$ cat config.mk
export PLATFORM = sky130hd
export DESIGN_NAME = two_wire_sensor_measurement_master_unit_flat
export DESIGN_NICKNAME = d
export VERILOG_FILES = /design/src/rtl/twsm_pkg.sv /design/src/rtl/twsm_in_if.sv /design/src/rtl/twsm_out_if.sv /design/src/rtl/two_wire_sensor_measurement_master_unit.sv /design/src/rtl/twsm_apb_regs.sv /design/src/rtl/twsm_seq.sv /design/src/flat_wrapper.sv
export VERILOG_INCLUDE_DIRS = /design/src /design/src/rtl
export SDC_FILE = /design/constraint.sdc
export NUM_CORES = 1
export LEC_CHECK = 0
export ABC_CLOCK_PERIOD_IN_PS = 4580
export BUFFER_PORTS_ARGS = -buffer_cell sky130_fd_sc_hd__buf_2
export CAP_MARGIN = 10
export CORE_MARGIN = 2
export CORE_UTILIZATION = 45
export DETAILED_ROUTE_END_ITERATION = 16
export GPL_ROUTABILITY_DRIVEN = 0
export PLACE_DENSITY = 0.73
export SYNTH_ARGS = -nofsm -noshare
export SYNTH_HDL_FRONTEND = slang
export SYNTH_SLANG_ARGS = --single-unit
export TNS_END_PERCENT = 50
$ cat constraint.sdc
create_clock -name i_clk -period 4.58 [get_ports i_clk]
set_input_delay 0.916 -clock i_clk [delete_from_list [all_inputs] [get_ports i_clk]]
set_output_delay 0.916 -clock i_clk [all_outputs]
set_load 0.05 [all_outputs]
$ cat src/rtl/assert_macros.svh
// ============================================================================
// assert_macros.svh
// Assertion wrappers for the RTL; they compile away for synthesis.
// ============================================================================
`ifndef ASSERT_MACROS_SVH
`define ASSERT_MACROS_SVH

`ifndef SYNTHESIS
// clocked check, held off while reset is asserted (active-low reset)
`define TWSM_ASSERT(lbl, clk, rst_n, prop, msg) \
    lbl: assert property (@(posedge clk) disable iff (!rst_n) prop) else $error(msg);
// clocked check, also active during reset
`define TWSM_ASSERT_ALWAYS(lbl, clk, prop, msg) \
    lbl: assert property (@(posedge clk) prop) else $error(msg);
`else
`define TWSM_ASSERT(lbl, clk, rst_n, prop, msg)
`define TWSM_ASSERT_ALWAYS(lbl, clk, prop, msg)
`endif

`endif

$ cat src/rtl/twsm_pkg.sv
// ============================================================================
// twsm_pkg
// Shared types and constants of the two-wire sensor measurement master.
// ============================================================================
package twsm_pkg;

    // operation codes of an input transaction
    typedef enum logic [1:0] {
        OP_TICK  = 2'd0,
        OP_START = 2'd1,
        OP_RESET = 2'd2,
        OP_NONE  = 2'd3
    } t_op;

    // sensor commands
    localparam logic [7:0] CMD_TEMP = 8'h03;
    localparam logic [7:0] CMD_HUMI = 8'h05;

    // start condition pin pattern, bit k is phase k
    localparam int unsigned START_LEN = 7;
    localparam logic [START_LEN-1:0] START_SCK = 7'b0110110;
    localparam logic [START_LEN-1:0] START_DAT = 7'b1100011;

    // configuration register map
    localparam int unsigned   APB_AW        = 3;
    localparam logic [0:0]    REG_TIMEOUT   = 1'b0;
    localparam logic [15:0]   TIMEOUT_RESET = 16'hFFFF;

    // one input transaction
    typedef struct packed {
        t_op  op;
        logic measure_humidity;
        logic data_in;
    } t_item;

    // one result transaction
    typedef struct packed {
        logic        clock_out;
        logic        data_release;
        logic        busy_res;
        logic        done_res;
        logic [15:0] measured_value;
        logic [7:0]  checksum;
        logic [1:0]  error_count;
    } t_result;

endpackage

$ cat src/rtl/twsm_in_if.sv
// ============================================================================
// twsm_in_if
// Input channel: one pin phase request per transaction.
// ============================================================================
interface twsm_in_if;
    logic       valid;
    logic       ready;
    logic [1:0] op;
    logic       measure_humidity;
    logic       data_in;

    modport source (output valid, output op, output measure_humidity,
                    output data_in, input ready);
    modport sink   (input valid, input op, input measure_humidity,
                    input data_in, output ready);
endinterface

$ cat src/rtl/twsm_out_if.sv
// ============================================================================
// twsm_out_if
// Result channel: pin levels and measurement status per transaction.
// ============================================================================
interface twsm_out_if;
    logic        valid;
    logic        ready;
    logic        clock_out;
    logic        data_release;
    logic        busy_res;
    logic        done_res;
    logic [15:0] measured_value;
    logic [7:0]  checksum;
    logic [1:0]  error_count;

    modport source (output valid, output clock_out, output data_release,
                    output busy_res, output done_res, output measured_value,
                    output checksum, output error_count, input ready);
    modport sink   (input valid, input clock_out, input data_release,
                    input busy_res, input done_res, input measured_value,
                    input checksum, input error_count, output ready);
endinterface

$ cat src/rtl/two_wire_sensor_measurement_master_unit.sv
// A transaction taken into the input register moves on into the result register
// once that register is empty or being read by the sink; it waits there otherwise.
// Throughput: one transaction per cycle unless the sink stalls; the sequencer steps once per phase.
// Reset (i_rst_n low, synchronous): pipeline empty, sequencer idle, value,
// checksum and error count zero, timeout register 65535. No clearing pass.
// ============================================================================
// two_wire_sensor_measurement_master_unit
// Top level: input register, sequencer step, result register, APB config.
// ============================================================================
`include "assert_macros.svh"

module two_wire_sensor_measurement_master_unit
    import twsm_pkg::*;
(
    input  logic              i_clk,
    input  logic              i_rst_n,
    twsm_in_if.sink           i_in,
    twsm_out_if.source        o_out,
    input  logic              psel,
    input  logic              penable,
    input  logic              pwrite,
    input  logic [APB_AW-1:0] paddr,
    input  logic [31:0]       pwdata,
    output logic [31:0]       prdata,
    output logic              pready
);

    logic        r_in_valid;
    t_item       r_in;
    logic        r_out_valid;
    t_result     r_out;
    t_result     step_result;
    logic        adv;
    logic        in_take;
    logic [15:0] timeout;

    assign adv     = r_in_valid && (!r_out_valid || o_out.ready);
    assign i_in.ready = !r_in_valid || adv;
    assign in_take = i_in.valid && i_in.ready;

    // configuration registers
    twsm_apb_regs u_regs (
        .i_clk     (i_clk),
        .i_rst_n   (i_rst_n),
        .psel      (psel),
        .penable   (penable),
        .pwrite    (pwrite),
        .paddr     (paddr),
        .pwdata    (pwdata),
        .prdata    (prdata),
        .pready    (pready),
        .o_timeout (timeout)
    );

    // input register
    always_ff @(posedge i_clk) begin
        if (!i_rst_n) begin
            r_in_valid <= 1'b0;
        end else begin
            r_in_valid <= in_take || (r_in_valid && !adv);
        end
    end

    always_ff @(posedge i_clk) begin
        if (in_take) begin
            r_in.op               <= t_op'(i_in.op);
            r_in.measure_humidity <= i_in.measure_humidity;
            r_in.data_in          <= i_in.data_in;
        end
    end

    // sequencer
    twsm_seq u_seq (
        .i_clk     (i_clk),
        .i_rst_n   (i_rst_n),
        .i_step    (adv),
        .i_item    (r_in),
        .i_timeout (timeout),
        .o_result  (step_result)
    );

    // result register
    always_ff @(posedge i_clk) begin
        if (!i_rst_n) begin
            r_out_valid <= 1'b0;
        end else begin
            r_out_valid <= adv || (r_out_valid && !o_out.ready);
        end
    end

    always_ff @(posedge i_clk) begin
        if (adv) begin
            r_out <= step_result;
        end
    end

    assign o_out.valid          = r_out_valid;
    assign o_out.clock_out      = r_out.clock_out;
    assign o_out.data_release   = r_out.data_release;
    assign o_out.busy_res       = r_out.busy_res;
    assign o_out.done_res       = r_out.done_res;
    assign o_out.measured_value = r_out.measured_value;
    assign o_out.checksum       = r_out.checksum;
    assign o_out.error_count    = r_out.error_count;

    // checks
    `TWSM_ASSERT(a_done_not_busy, i_clk, i_rst_n, r_out_valid && r_out.done_res |-> !r_out.busy_res, "done transaction marked busy")
    `TWSM_ASSERT(a_step_fills_out, i_clk, i_rst_n, adv |=> r_out_valid, "stepped transaction lost before result register")
    `TWSM_ASSERT(a_in_held, i_clk, i_rst_n, r_in_valid && !adv |=> r_in_valid, "stalled input transaction dropped")
    `TWSM_ASSERT(a_err_sat, i_clk, i_rst_n, r_out_valid |-> r_out.error_count != 2'd3, "error count past saturation")

endmodule

$ cat src/rtl/twsm_apb_regs.sv
// ============================================================================
// twsm_apb_regs
// APB register file holding the DATA-low wait timeout.
// ============================================================================
module twsm_apb_regs
    import twsm_pkg::*;
(
    input  logic              i_clk,
    input  logic              i_rst_n,
    input  logic              psel,
    input  logic              penable,
    input  logic              pwrite,
    input  logic [APB_AW-1:0] paddr,
    input  logic [31:0]       pwdata,
    output logic [31:0]       prdata,
    output logic              pready,
    output logic [15:0]       o_timeout
);

    logic [15:0] r_timeout;
    logic        wr_en;

    assign pready = 1'b1;
    assign wr_en  = psel && penable && pwrite && (paddr[APB_AW-1] == REG_TIMEOUT);

    // timeout register
    always_ff @(posedge i_clk) begin
        if (!i_rst_n) begin
            r_timeout <= TIMEOUT_RESET;
        end else if (wr_en) begin
            r_timeout <= pwdata[15:0];
        end
    end

    // readback
    always_comb begin
        prdata = 32'd0;
        if (paddr[APB_AW-1] == REG_TIMEOUT) begin
            prdata = {16'd0, r_timeout};
        end
    end

    assign o_timeout = r_timeout;

endmodule

$ cat src/rtl/twsm_seq.sv
// ============================================================================
// twsm_seq
// Bus sequencer: state registers and the one-phase step logic.
// ============================================================================
module twsm_seq
    import twsm_pkg::*;
(
    input  logic        i_clk,
    input  logic        i_rst_n,
    input  logic        i_step,
    input  t_item       i_item,
    input  logic [15:0] i_timeout,
    output t_result     o_result
);

    typedef enum logic [3:0] {
        PH_IDLE, PH_START, PH_WR_SET, PH_WR_HI, PH_ACK_SET, PH_ACK_HI, PH_WAIT,
        PH_RD_LO, PH_RD_HI, PH_RA_SET, PH_RA_HI, PH_DONE, PH_RST_HI, PH_RST_LO,
        PH_RSTART
    } t_phase;

    t_phase      r_phase, n_phase;
    logic [3:0]  r_bit_idx, n_bit_idx;
    logic [7:0]  r_shift, n_shift;
    logic [15:0] r_value, n_value;
    logic [7:0]  r_checksum, n_checksum;
    logic [1:0]  r_errors, n_errors;
    logic [15:0] r_wait, n_wait;
    logic [1:0]  r_byte_idx, n_byte_idx;
    logic        r_humidity, n_humidity;

    // state as seen after an op is taken in idle
    t_phase      e_phase;
    logic [3:0]  e_bit_idx;
    logic [1:0]  e_errors;
    logic [15:0] e_wait;
    logic [1:0]  e_byte_idx;
    logic        e_humidity;

    logic [2:0]  start_k;
    logic [1:0]  err_sat;
    logic [15:0] wait_inc;
    logic [7:0]  rd_shift;
    logic        sck, rel, busy, done;

    // op decode: only idle takes a new sequence
    always_comb begin
        e_phase    = r_phase;
        e_bit_idx  = r_bit_idx;
        e_errors   = r_errors;
        e_wait     = r_wait;
        e_byte_idx = r_byte_idx;
        e_humidity = r_humidity;
        if (r_phase == PH_IDLE) begin
            if (i_item.op == OP_START) begin
                e_humidity = i_item.measure_humidity;
                e_errors   = 2'd0;
                e_wait     = 16'd0;
                e_byte_idx = 2'd0;
                e_bit_idx  = 4'd0;
                e_phase    = PH_START;
            end else if (i_item.op == OP_RESET) begin
                e_bit_idx = 4'd0;
                e_phase   = PH_RST_HI;
            end
        end
    end

    assign start_k  = (e_bit_idx < 4'd7) ? e_bit_idx[2:0] : 3'd6;
    assign err_sat  = (e_errors < 2'd2) ? e_errors + 2'd1 : e_errors;
    assign wait_inc = e_wait + 16'd1;
    assign rd_shift = {r_shift[6:0], i_item.data_in};

    // one pin phase
    always_comb begin
        n_phase    = e_phase;
        n_bit_idx  = e_bit_idx;
        n_shift    = r_shift;
        n_value    = r_value;
        n_checksum = r_checksum;
        n_errors   = e_errors;
        n_wait     = e_wait;
        n_byte_idx = e_byte_idx;
        n_humidity = e_humidity;
        sck  = 1'b0;
        rel  = 1'b1;
        done = 1'b0;
        busy = (e_phase != PH_IDLE) && (e_phase != PH_DONE);
        case (e_phase)
            PH_IDLE: begin
            end
            PH_START, PH_RSTART: begin
                sck = START_SCK[start_k];
                rel = START_DAT[start_k];
                if (start_k == 3'd6) begin
                    n_bit_idx = 4'd0;
                    if (e_phase == PH_START) begin
                        n_shift = e_humidity ? CMD_HUMI : CMD_TEMP;
                        n_phase = PH_WR_SET;
                    end else begin
                        n_phase = PH_IDLE;
                    end
                end else begin
                    n_bit_idx = {1'b0, start_k} + 4'd1;
                end
            end
            PH_WR_SET: begin
                rel     = r_shift[7];
                n_phase = PH_WR_HI;
            end
            PH_WR_HI: begin
                sck     = 1'b1;
                rel     = r_shift[7];
                n_shift = {r_shift[6:0], 1'b0};
                if (e_bit_idx >= 4'd7) begin
                    n_bit_idx = 4'd0;
                    n_phase   = PH_ACK_SET;
                end else begin
                    n_bit_idx = e_bit_idx + 4'd1;
                    n_phase   = PH_WR_SET;
                end
            end
            PH_ACK_SET: begin
                n_phase = PH_ACK_HI;
            end
            PH_ACK_HI: begin
                sck = 1'b1;
                if (i_item.data_in) begin
                    n_errors = err_sat;
                end
                n_wait  = 16'd0;
                n_phase = PH_WAIT;
            end
            PH_WAIT: begin
                // sensor pulls DATA low when conversion is finished
                if (!i_item.data_in) begin
                    n_phase = PH_RD_LO;
                end else begin
                    n_wait = wait_inc;
                    if (wait_inc >= i_timeout) begin
                        n_errors = err_sat;
                        n_phase  = PH_RD_LO;
                    end
                end
                if (n_phase == PH_RD_LO) begin
                    n_byte_idx = 2'd0;
                    n_bit_idx  = 4'd0;
                    n_shift    = 8'd0;
                end
            end
            PH_RD_LO: begin
                n_phase = PH_RD_HI;
            end
            PH_RD_HI: begin
                sck     = 1'b1;
                n_shift = rd_shift;
                if (e_bit_idx >= 4'd7) begin
                    n_bit_idx = 4'd0;
                    if (e_byte_idx == 2'd0) begin
                        n_value = {rd_shift, r_value[7:0]};
                    end else if (e_byte_idx == 2'd1) begin
                        n_value = {r_value[15:8], rd_shift};
                    end else begin
                        n_checksum = rd_shift;
                    end
                    n_phase = PH_RA_SET;
                end else begin
                    n_bit_idx = e_bit_idx + 4'd1;
                    n_phase   = PH_RD_LO;
                end
            end
            PH_RA_SET: begin
                // ack the first two bytes, leave the checksum unacked
                rel     = (e_byte_idx >= 2'd2);
                n_phase = PH_RA_HI;
            end
            PH_RA_HI: begin
                sck = 1'b1;
                rel = (e_byte_idx >= 2'd2);
                if (e_byte_idx >= 2'd2) begin
                    n_phase = PH_DONE;
                end else begin
                    n_byte_idx = e_byte_idx + 2'd1;
                    n_bit_idx  = 4'd0;
                    n_shift    = 8'd0;
                    n_phase    = PH_RD_LO;
                end
            end
            PH_DONE: begin
                done    = 1'b1;
                n_phase = PH_IDLE;
            end
            PH_RST_HI: begin
                sck     = 1'b1;
                n_phase = PH_RST_LO;
            end
            PH_RST_LO: begin
                if (e_bit_idx >= 4'd8) begin
                    n_bit_idx = 4'd0;
                    n_phase   = PH_RSTART;
                end else begin
                    n_bit_idx = e_bit_idx + 4'd1;
                    n_phase   = PH_RST_HI;
                end
            end
            default: begin
                n_phase = PH_IDLE;
                busy    = 1'b0;
            end
        endcase
    end

    // state registers advance once per transaction
    always_ff @(posedge i_clk) begin
        if (!i_rst_n) begin
            r_phase    <= PH_IDLE;
            r_bit_idx  <= 4'd0;
            r_shift    <= 8'd0;
            r_value    <= 16'd0;
            r_checksum <= 8'd0;
            r_errors   <= 2'd0;
            r_wait     <= 16'd0;
            r_byte_idx <= 2'd0;
            r_humidity <= 1'b0;
        end else if (i_step) begin
            r_phase    <= n_phase;
            r_bit_idx  <= n_bit_idx;
            r_shift    <= n_shift;
            r_value    <= n_value;
            r_checksum <= n_checksum;
            r_errors   <= n_errors;
            r_wait     <= n_wait;
            r_byte_idx <= n_byte_idx;
            r_humidity <= n_humidity;
        end
    end

    // result of this phase
    always_comb begin
        o_result.clock_out      = sck;
        o_result.data_release   = rel;
        o_result.busy_res       = busy;
        o_result.done_res       = done;
        o_result.measured_value = n_value;
        o_result.checksum       = n_checksum;
        o_result.error_count    = n_errors;
    end

endmodule

$ cat src/flat_wrapper.sv
// flat-port wrapper written by rule: the top's interface ports become plain ports
module two_wire_sensor_measurement_master_unit_flat import twsm_pkg::*;
  (i_clk, i_rst_n, psel, penable, pwrite, paddr, pwdata, prdata, pready, i_in_valid, i_in_op, i_in_measure_humidity, i_in_data_in, i_in_ready, o_out_valid, o_out_clock_out, o_out_data_release, o_out_busy_res, o_out_done_res, o_out_measured_value, o_out_checksum, o_out_error_count, o_out_ready);
  twsm_in_if i_in_i ();
  twsm_out_if o_out_i ();
  input  logic i_clk;
  input  logic i_rst_n;
  input  logic psel;
  input  logic penable;
  input  logic pwrite;
  input  logic [APB_AW-1:0] paddr;
  input  logic [31:0] pwdata;
  output logic [31:0] prdata;
  output logic pready;
  input wire logic [$bits(i_in_i.valid)-1:0] i_in_valid;
  input wire logic [$bits(i_in_i.op)-1:0] i_in_op;
  input wire logic [$bits(i_in_i.measure_humidity)-1:0] i_in_measure_humidity;
  input wire logic [$bits(i_in_i.data_in)-1:0] i_in_data_in;
  output wire logic [$bits(i_in_i.ready)-1:0] i_in_ready;
  output wire logic [$bits(o_out_i.valid)-1:0] o_out_valid;
  output wire logic [$bits(o_out_i.clock_out)-1:0] o_out_clock_out;
  output wire logic [$bits(o_out_i.data_release)-1:0] o_out_data_release;
  output wire logic [$bits(o_out_i.busy_res)-1:0] o_out_busy_res;
  output wire logic [$bits(o_out_i.done_res)-1:0] o_out_done_res;
  output wire logic [$bits(o_out_i.measured_value)-1:0] o_out_measured_value;
  output wire logic [$bits(o_out_i.checksum)-1:0] o_out_checksum;
  output wire logic [$bits(o_out_i.error_count)-1:0] o_out_error_count;
  input wire logic [$bits(o_out_i.ready)-1:0] o_out_ready;
  assign i_in_i.valid = i_in_valid;
  assign i_in_i.op = i_in_op;
  assign i_in_i.measure_humidity = i_in_measure_humidity;
  assign i_in_i.data_in = i_in_data_in;
  assign i_in_ready = i_in_i.ready;
  assign o_out_valid = o_out_i.valid;
  assign o_out_clock_out = o_out_i.clock_out;
  assign o_out_data_release = o_out_i.data_release;
  assign o_out_busy_res = o_out_i.busy_res;
  assign o_out_done_res = o_out_i.done_res;
  assign o_out_measured_value = o_out_i.measured_value;
  assign o_out_checksum = o_out_i.checksum;
  assign o_out_error_count = o_out_i.error_count;
  assign o_out_i.ready = o_out_ready;
  two_wire_sensor_measurement_master_unit u_core (.i_clk(i_clk), .i_rst_n(i_rst_n), .i_in(i_in_i), .o_out(o_out_i), .psel(psel), .penable(penable), .pwrite(pwrite), .paddr(paddr), .pwdata(pwdata), .prdata(prdata), .pready(pready));
endmodule
# Word-level counts from Yosys, hierarchy flattened
# Memories as Yosys holds them, arrays and structs flattened.
# Cells that the tools add are included.
word_totals:
  n_memories: 2
  inputBits: 46
  latchBits: 0
  elab_cells: 150
  mem_bits_rw: 0
  rom_bits: 16
  reg_bits: 113
  out_inout_bits: 65
memory_table:
  columns: ["memory", "depth", "width", "read_ports", "rd_ports_with_merged_regs", "write_ports", "line", "text"]
  rows:
  - ["(name not given)", 8, 1, 1, 0, 0, "twsm_seq.sv:94", "rel = START_DAT[start_k];"]
  - ["(name not given)", 8, 1, 1, 0, 0, "twsm_seq.sv:93", "sck = START_SCK[start_k];"]
classes:
  n_eq_ne: 24
  n_reduce_logical: 28
  shifts: 0
  add_sub_neg: 5
  n_bitwise: 1
  n_mux: 61
  div_mod_pow: 0
  magnitude_cmp: 7
  mul: 0
op_table:
  columns: ["cell", "count"]
  rows:
  - ["$mux W16", 7]
  - ["$mux W8", 9]
  - ["$mux W4", 17]
  - ["$pmux W4 S13", 1]
  - ["$pmux W8 S5", 1]
  - ["$pmux W16 S2", 1]
  - ["$eq A4 B4 Y1 const B", 7]
  - ["$mux W2", 12]
  - ["$eq A4 B3 Y1 const B", 5]
  - ["$pmux W4 S5", 1]
  - ["$add A16 B1 Y16 const B", 1]
  - ["$ge A16 B16 Y1", 1]
  - ["$reduce_or A15 Y1", 1]
  - ["$mux W3", 3]
  - ["$eq A4 B2 Y1 const B", 2]
  - ["$logic_and A1 B1 Y1", 8]
  - ["$logic_not A4 Y1", 2]
  - ["$ne A2 B2 Y1 const B", 4]
  - ["$pmux W2 S2", 2]
  - ["$reduce_or A2 Y1", 4]
  - ["$reduce_and A6 Y1", 1]
  - ["$mux W1", 5]
  - ["$reduce_bool A5 Y1", 1]
  - ["$reduce_or A5 Y1", 1]
  - ["21 further kinds", 29]

# Logic depth before layout (Yosys ltp)
logic_depth:
  word_depth: 11
  depth_mapped: 17
  ltp_nobuf: 15

# By module
# A second synthesis with hierarchy kept.
hier_totals:
  hier_cells: 729
  hier_area_um2: 6677.7
modules_own_cells:
  columns: ["mod", "area_each_um2", "instances", "cells_per_inst", "seq_area_each_um2"]
  rows:
  - ["twsm_seq", 4565.6, 1, 580, 1221.2]
  - ["two_wire_sensor_measurement_master_unit", 1124.8, 1, 43, 1061.0]
  - ["twsm_apb_regs", 987.2, 1, 106, 320.3]

# Least setup slack after synthesis
# OpenSTA, ideal clock, no wires.
synth_path:
  path_type: "register to register"
  from: "register u_core.u_seq.r_phase[3]"
  to: "register u_core.u_seq.r_shift[1]"
  period_less_slack_ns: 3.749
  n_path_buf: 2
  setup_time_ns: 0.072
  required_time_ns: 4.508
  arrival_time_ns: 3.678
  setup_slack_ns: 0.831
  path_stages_with_launch: 18
  cell_sequence: "dfxtp_1 buf_2 nor4_4 nand2_1 clkbuf_1 and2_1 ha_1 and4_1 nand2_1 xor2_1 nor2_1 ha_1 nand2_1 a211o_1 o211ai_1 a211oi_2 nor2_2 mux2i_1"
synth_via:
  elab_chain_len: 10
  elab_cells_between_ends: 35
  classes_between: "add/sub: 1; order compare: 3; eq/ne: 12; mux: 15; reduce/logical: 4"
synth_lines:
  columns: ["item", "line", "text"]
  rows:
  - ["start: declaration", "twsm_seq.sv:22", "t_phase r_phase, n_phase;"]
  - ["start signal: assignment", "twsm_seq.sv:226", "r_phase <= n_phase;"]
  - ["$logic_not A4 Y1", "twsm_seq.sv:54", "if (r_phase == PH_IDLE) begin"]
  - ["$mux W16", "twsm_seq.sv:54", null]
  - ["$add A16 B1 Y16", "twsm_seq.sv:71", "assign wait_inc = e_wait + 16'd1;"]
  - ["$ge A16 B16 Y1", "twsm_seq.sv:140", "if (wait_inc >= i_timeout) begin"]
  - ["$mux W4", "twsm_seq.sv:140", null]
  - ["$mux W4", "twsm_seq.sv:136", "if (!i_item.data_in) begin"]
  - ["$mux W4", "twsm_seq.sv:89", "case (e_phase)"]
  - ["$eq A4 B3 Y1", "twsm_seq.sv:145", "if (n_phase == PH_RD_LO) begin"]
  - ["$ne A2 B2 Y1 (no line)", null, null]
  - ["$reduce_and A6 Y1 (no line)", null, null]
  - ["end signal: assignment", "twsm_seq.sv:228", "r_shift <= n_shift;"]
  - ["end: declaration", "twsm_seq.sv:24", "logic [7:0] r_shift, n_shift;"]
# Parallel ways exist; a longest one is shown, timed or not. The select of a mux whose other input is x is not followed.
# A chain may end at the register's enable or synchronous reset.

# Worst setup path after layout
layout_path:
  from: "register u_core.u_seq.r_phase[3]"
  to: "register u_core.u_seq.r_shift[4]"
# The elaborated chain is that of the path after synthesis.

==> impl_metrics.yaml <==
cts:
  post-cts-setup-buffer-count: 0
  postCtsHoldBufs: 0
  clockBufferDepth: 2
  clk_latency_ns: 0.42
  clockRootBuffer: "clkbuf_16"
  tritoncts: "yes"
  clkTransAtPathRegs_ns: 0.06
  cts_buffers: 17
  cts.sinks: 113
  htree_levels: 4
  ctsResizeCount: 0
power:
  p_leak_nw: 2.996
  power_density_nw_per_um2: 369.3
  max-vdd-ir-drop_v: 0.0002677
place:
  port_buffers: 75
  pre_cts_slack_ns: 0.7485
  hpwlAfterDp_mm: 9.539
  post_dp_cell_area_um2: 6785
cells_and_area:
  finalNetCount: 872
  final_cell_mix: "nand2_1 (101), dfxtp_1 (79), buf_2 (75)"
  areaGrowthSynthToFinish_pct: 15.76
  fin_area_um2: 7371
  layout_commonest_cell: "nand2_1"
  num_antenna_cells: 0
  drive_gt1_frac: 0.1953
timing:
  final-hold-violation-count: 0
  max_slew_margin: 0.3509
  tns_ns: 0
  clock_skew_ns: 0.007884
  fin_crit_sh: 0.8396
  period_needed_ns: 3.845
  drv_slew: 0
  worst_pin_slew_ns: 0.9730
  setup_slack_ns: 0.7347
  rsz0062_at_grt: "false"
  fmax_mhz: 260.1
  finalSetupViolCount: 0
yosys:
  ys.flop_type: "dfxtp_1"
  syn_area_um2: 6367
  yosys.area_share.xor_xnor: 0.02613
  synth_top_family_by_area: "compound AO/OA/AOI/OAI gates"
  ys_async_sr_fraction: 0
  synth_simple_gate_area_share: 0.1841
  syn_inst: 747
  yosysUniqueCellTypes: 72
  synth.area.mux_share: 0.05659
  syn_avg_cell_area_um2: 8.524
  synth_compound_area_frac: 0.2030
  ys_ff_latch: 113
  yosys_warnings: 0
  ys_seq_area_frac: 0.4087
  synth_edf_count: 34
  synthAdderAreaFrac: 0.04913
worst_setup_path:
  r2r_setup_slack_ns: 0.73
  required_ns: 4.93
  rr_worst_depth: 15
  path_max_fanout: 7
  r2r_end: "u_core.u_seq.r_shift[4]$_SDFFE_PN0P_"
  rr_startpoint: "u_core.u_seq.r_phase[3]$_SDFFE_PN0P_"
  end_kind: "flop"
  crit_type: "reg2reg"
  arrival_ns: 4.19
  start_kind: "flop"
  critical_path.endpoint: "u_core.u_seq.r_shift[4]$_SDFFE_PN0P_"
  critPathLaunch: "u_core.u_seq.r_phase[3]$_SDFFE_PN0P_"
route:
  wl_per_cell_um: 14.33
  ant_nets: 0
  drt_pass1_iterations: 5
  initialDrtViolationCount: 509
  drc_errors: 0
  wl_mm: 14.25
  vias: 5447
  via_per_inst: 5.480
global_routing:
  grt_pass1_vias: 4784
  grt_usage: 0.1938
  antenna_found_initial: 0
  grt_pass1_wl_mm: 22.98
  grt_max_degree: 46
  grt-ovfl-total: 0
floorplan:
  fp.dieArea_um2: 15120
  rows: 43
  die-height_um: 123.0
  io_pins: 111
  chipWidth_um: 123.0
  coreArea_um2: 13830
  initial_utilization: 0.4605
outcome:
  status: "complete, no violations"
hold_path:
  min_path_type: "reg2reg"
  hold_depth: 2
job:
  maxCapViolations: 0
-- critical path, cell delays in order, from the launching register on --
cell      delay (ns)
dfxtp_1         0.33
nor4_4          0.47
nand2_1         0.15
and2_1          0.21
ha_1            0.25
and4_1          0.28
nand2_1         0.10
xor2_1          0.14
nor2_1          0.07
ha_1            0.31
nand2_1         0.08
a211o_1         0.27
o211ai_1        0.25
a211oi_2        0.19
nor2_2          0.42
mux2i_1         0.26
-- area by class of cell --
class	count	area, um^2
Clock buffer	18	429.2
Clock inverter	14	156.4
Fill cell	1225	6456
Inverter	29	108.9
Multi-Input combinational cell	551	3368
Sequential cell	113	2603
Tap cell	180	225.2
Timing Repair Buffer	89	480.5
-- metrics by stage --
stage	total power, mW	utilization	hold slack [ns]	std cells
after CTS	2.732	0.5331	0.4712	994
final	2.722	0.5331	0.4721	994
after global routing	2.807	0.5331	0.4950	994
after detailed placement	1.439	0.4907	0.4627	962
after floorplan	1.377	-	0.4349	762
after global placement	1.437	0.4907	0.4582	962
-- metal layers --
layer / routed length (um) / GRT usage / up-vias
met3: 729 / 0.04013 / 23
met2: 6732 / 0.3052 / 148
met4: 279 / 0.08405 / 0
met1: 6504 / 0.2573 / 2539
li1: - / - / 2737
met5: 0 / 0 / -
-- flip-flops by register name, summed over array words and instances (netlist names), 2 cells and up --
| signal | count |
|---|---|
| u_core.r_in | 4 |
| u_core.u_seq.r_value | 16 |
| u_core.o_out.checksum | 8 |
| u_core.u_regs.o_timeout | 16 |
| u_core.u_seq.r_phase | 4 |
| u_core.o_out.error_count | 2 |
| u_core.u_seq.r_errors | 2 |
| u_core.u_seq.r_byte_idx | 2 |
| u_core.o_out.measured_value | 16 |
| u_core.u_seq.r_checksum | 8 |
| u_core.u_seq.r_bit_idx | 4 |
| u_core.u_seq.r_shift | 8 |
| u_core.u_seq.r_wait | 16 |
-- Yosys cell counts (3+ instances only) --
library cell / count / area (um^2)
a31oi_1: 13 / 81.33
nor2b_1: 7 / 43.79
o22ai_1: 3 / 18.77
nand2b_1: 7 / 43.79
a22oi_1: 10 / 75.07
xor2_1: 12 / 105.1
mux2_2: 24 / 270.3
dfxtp_1: 79 / 1582
a21o_1: 4 / 30.03
inv_1: 28 / 105.1
buf_4: 20 / 150.1
buf_1: 4 / 15.01
clkbuf_1: 37 / 138.9
ha_1: 25 / 312.8
o32ai_1: 3 / 26.28
a21oi_1: 54 / 270.3
buf_2: 7 / 35.03
nand2_1: 101 / 379.1
or3_1: 6 / 37.54
and2_1: 9 / 56.30
nand4_1: 7 / 43.79
xnor2_1: 7 / 61.31
nand3_1: 13 / 65.06
mux2i_1: 9 / 90.09
nor2_1: 72 / 270.3
edfxtp_1: 34 / 1021
o211ai_1: 20 / 150.1
o21ai_0: 65 / 325.3
o21a_1: 5 / 37.54
nor3_1: 6 / 30.03
-- cell families (layout without fill, tap and decap cells) --
group | Yosys count | in the layout
xor gates and xnor gates | 19 | 19
buffers and inverters | 98 | 150
AOI/OAI and AO/OA | 206 | 206
muxes | 33 | 33
adders and majority gates | 25 | 25
other | 2 | 17
DFF | 113 | 113
and+or+nand+nor | 251 | 251
-- where the power goes --
| group | leakage, nW | internal (mW) | switching, mW |
|---|---|---|---|
| sequential | 0.966 | 1.06 | 0.0172 |
| combinational | 1.75 | 0.0945 | 0.252 |
| clock | 0.285 | 0.806 | 0.496 |
| total | 3.00 | 1.96 | 0.765 |
-- worst min-delay path by stage --
stage | endpoint | start | slack (ns)
2_1_floorplan | u_core.u_seq.r_shift[7]$_SDFFE_PN0P_ | u_core.u_seq.r_shift[7]$_SDFFE_PN0P_ | 0.43
3_3_place_gp | u_core.u_seq.r_checksum[7]$_SDFFE_PN0P_ | u_core.u_seq.r_checksum[7]$_SDFFE_PN0P_ | 0.46
3_5_place_dp | u_core.u_seq.r_checksum[7]$_SDFFE_PN0P_ | u_core.u_seq.r_checksum[7]$_SDFFE_PN0P_ | 0.46
4_1_cts | u_core.u_seq.r_checksum[7]$_SDFFE_PN0P_ | u_core.u_seq.r_checksum[7]$_SDFFE_PN0P_ | 0.47
5_1_grt | u_core.u_seq.r_checksum[0]$_SDFFE_PN0P_ | u_core.u_seq.r_checksum[0]$_SDFFE_PN0P_ | 0.49
6_report | u_core.u_seq.r_value[5]$_SDFFE_PN0P_ | u_core.u_seq.r_value[5]$_SDFFE_PN0P_ | 0.47
Note: power is estimated with default switching activity, not from simulation.
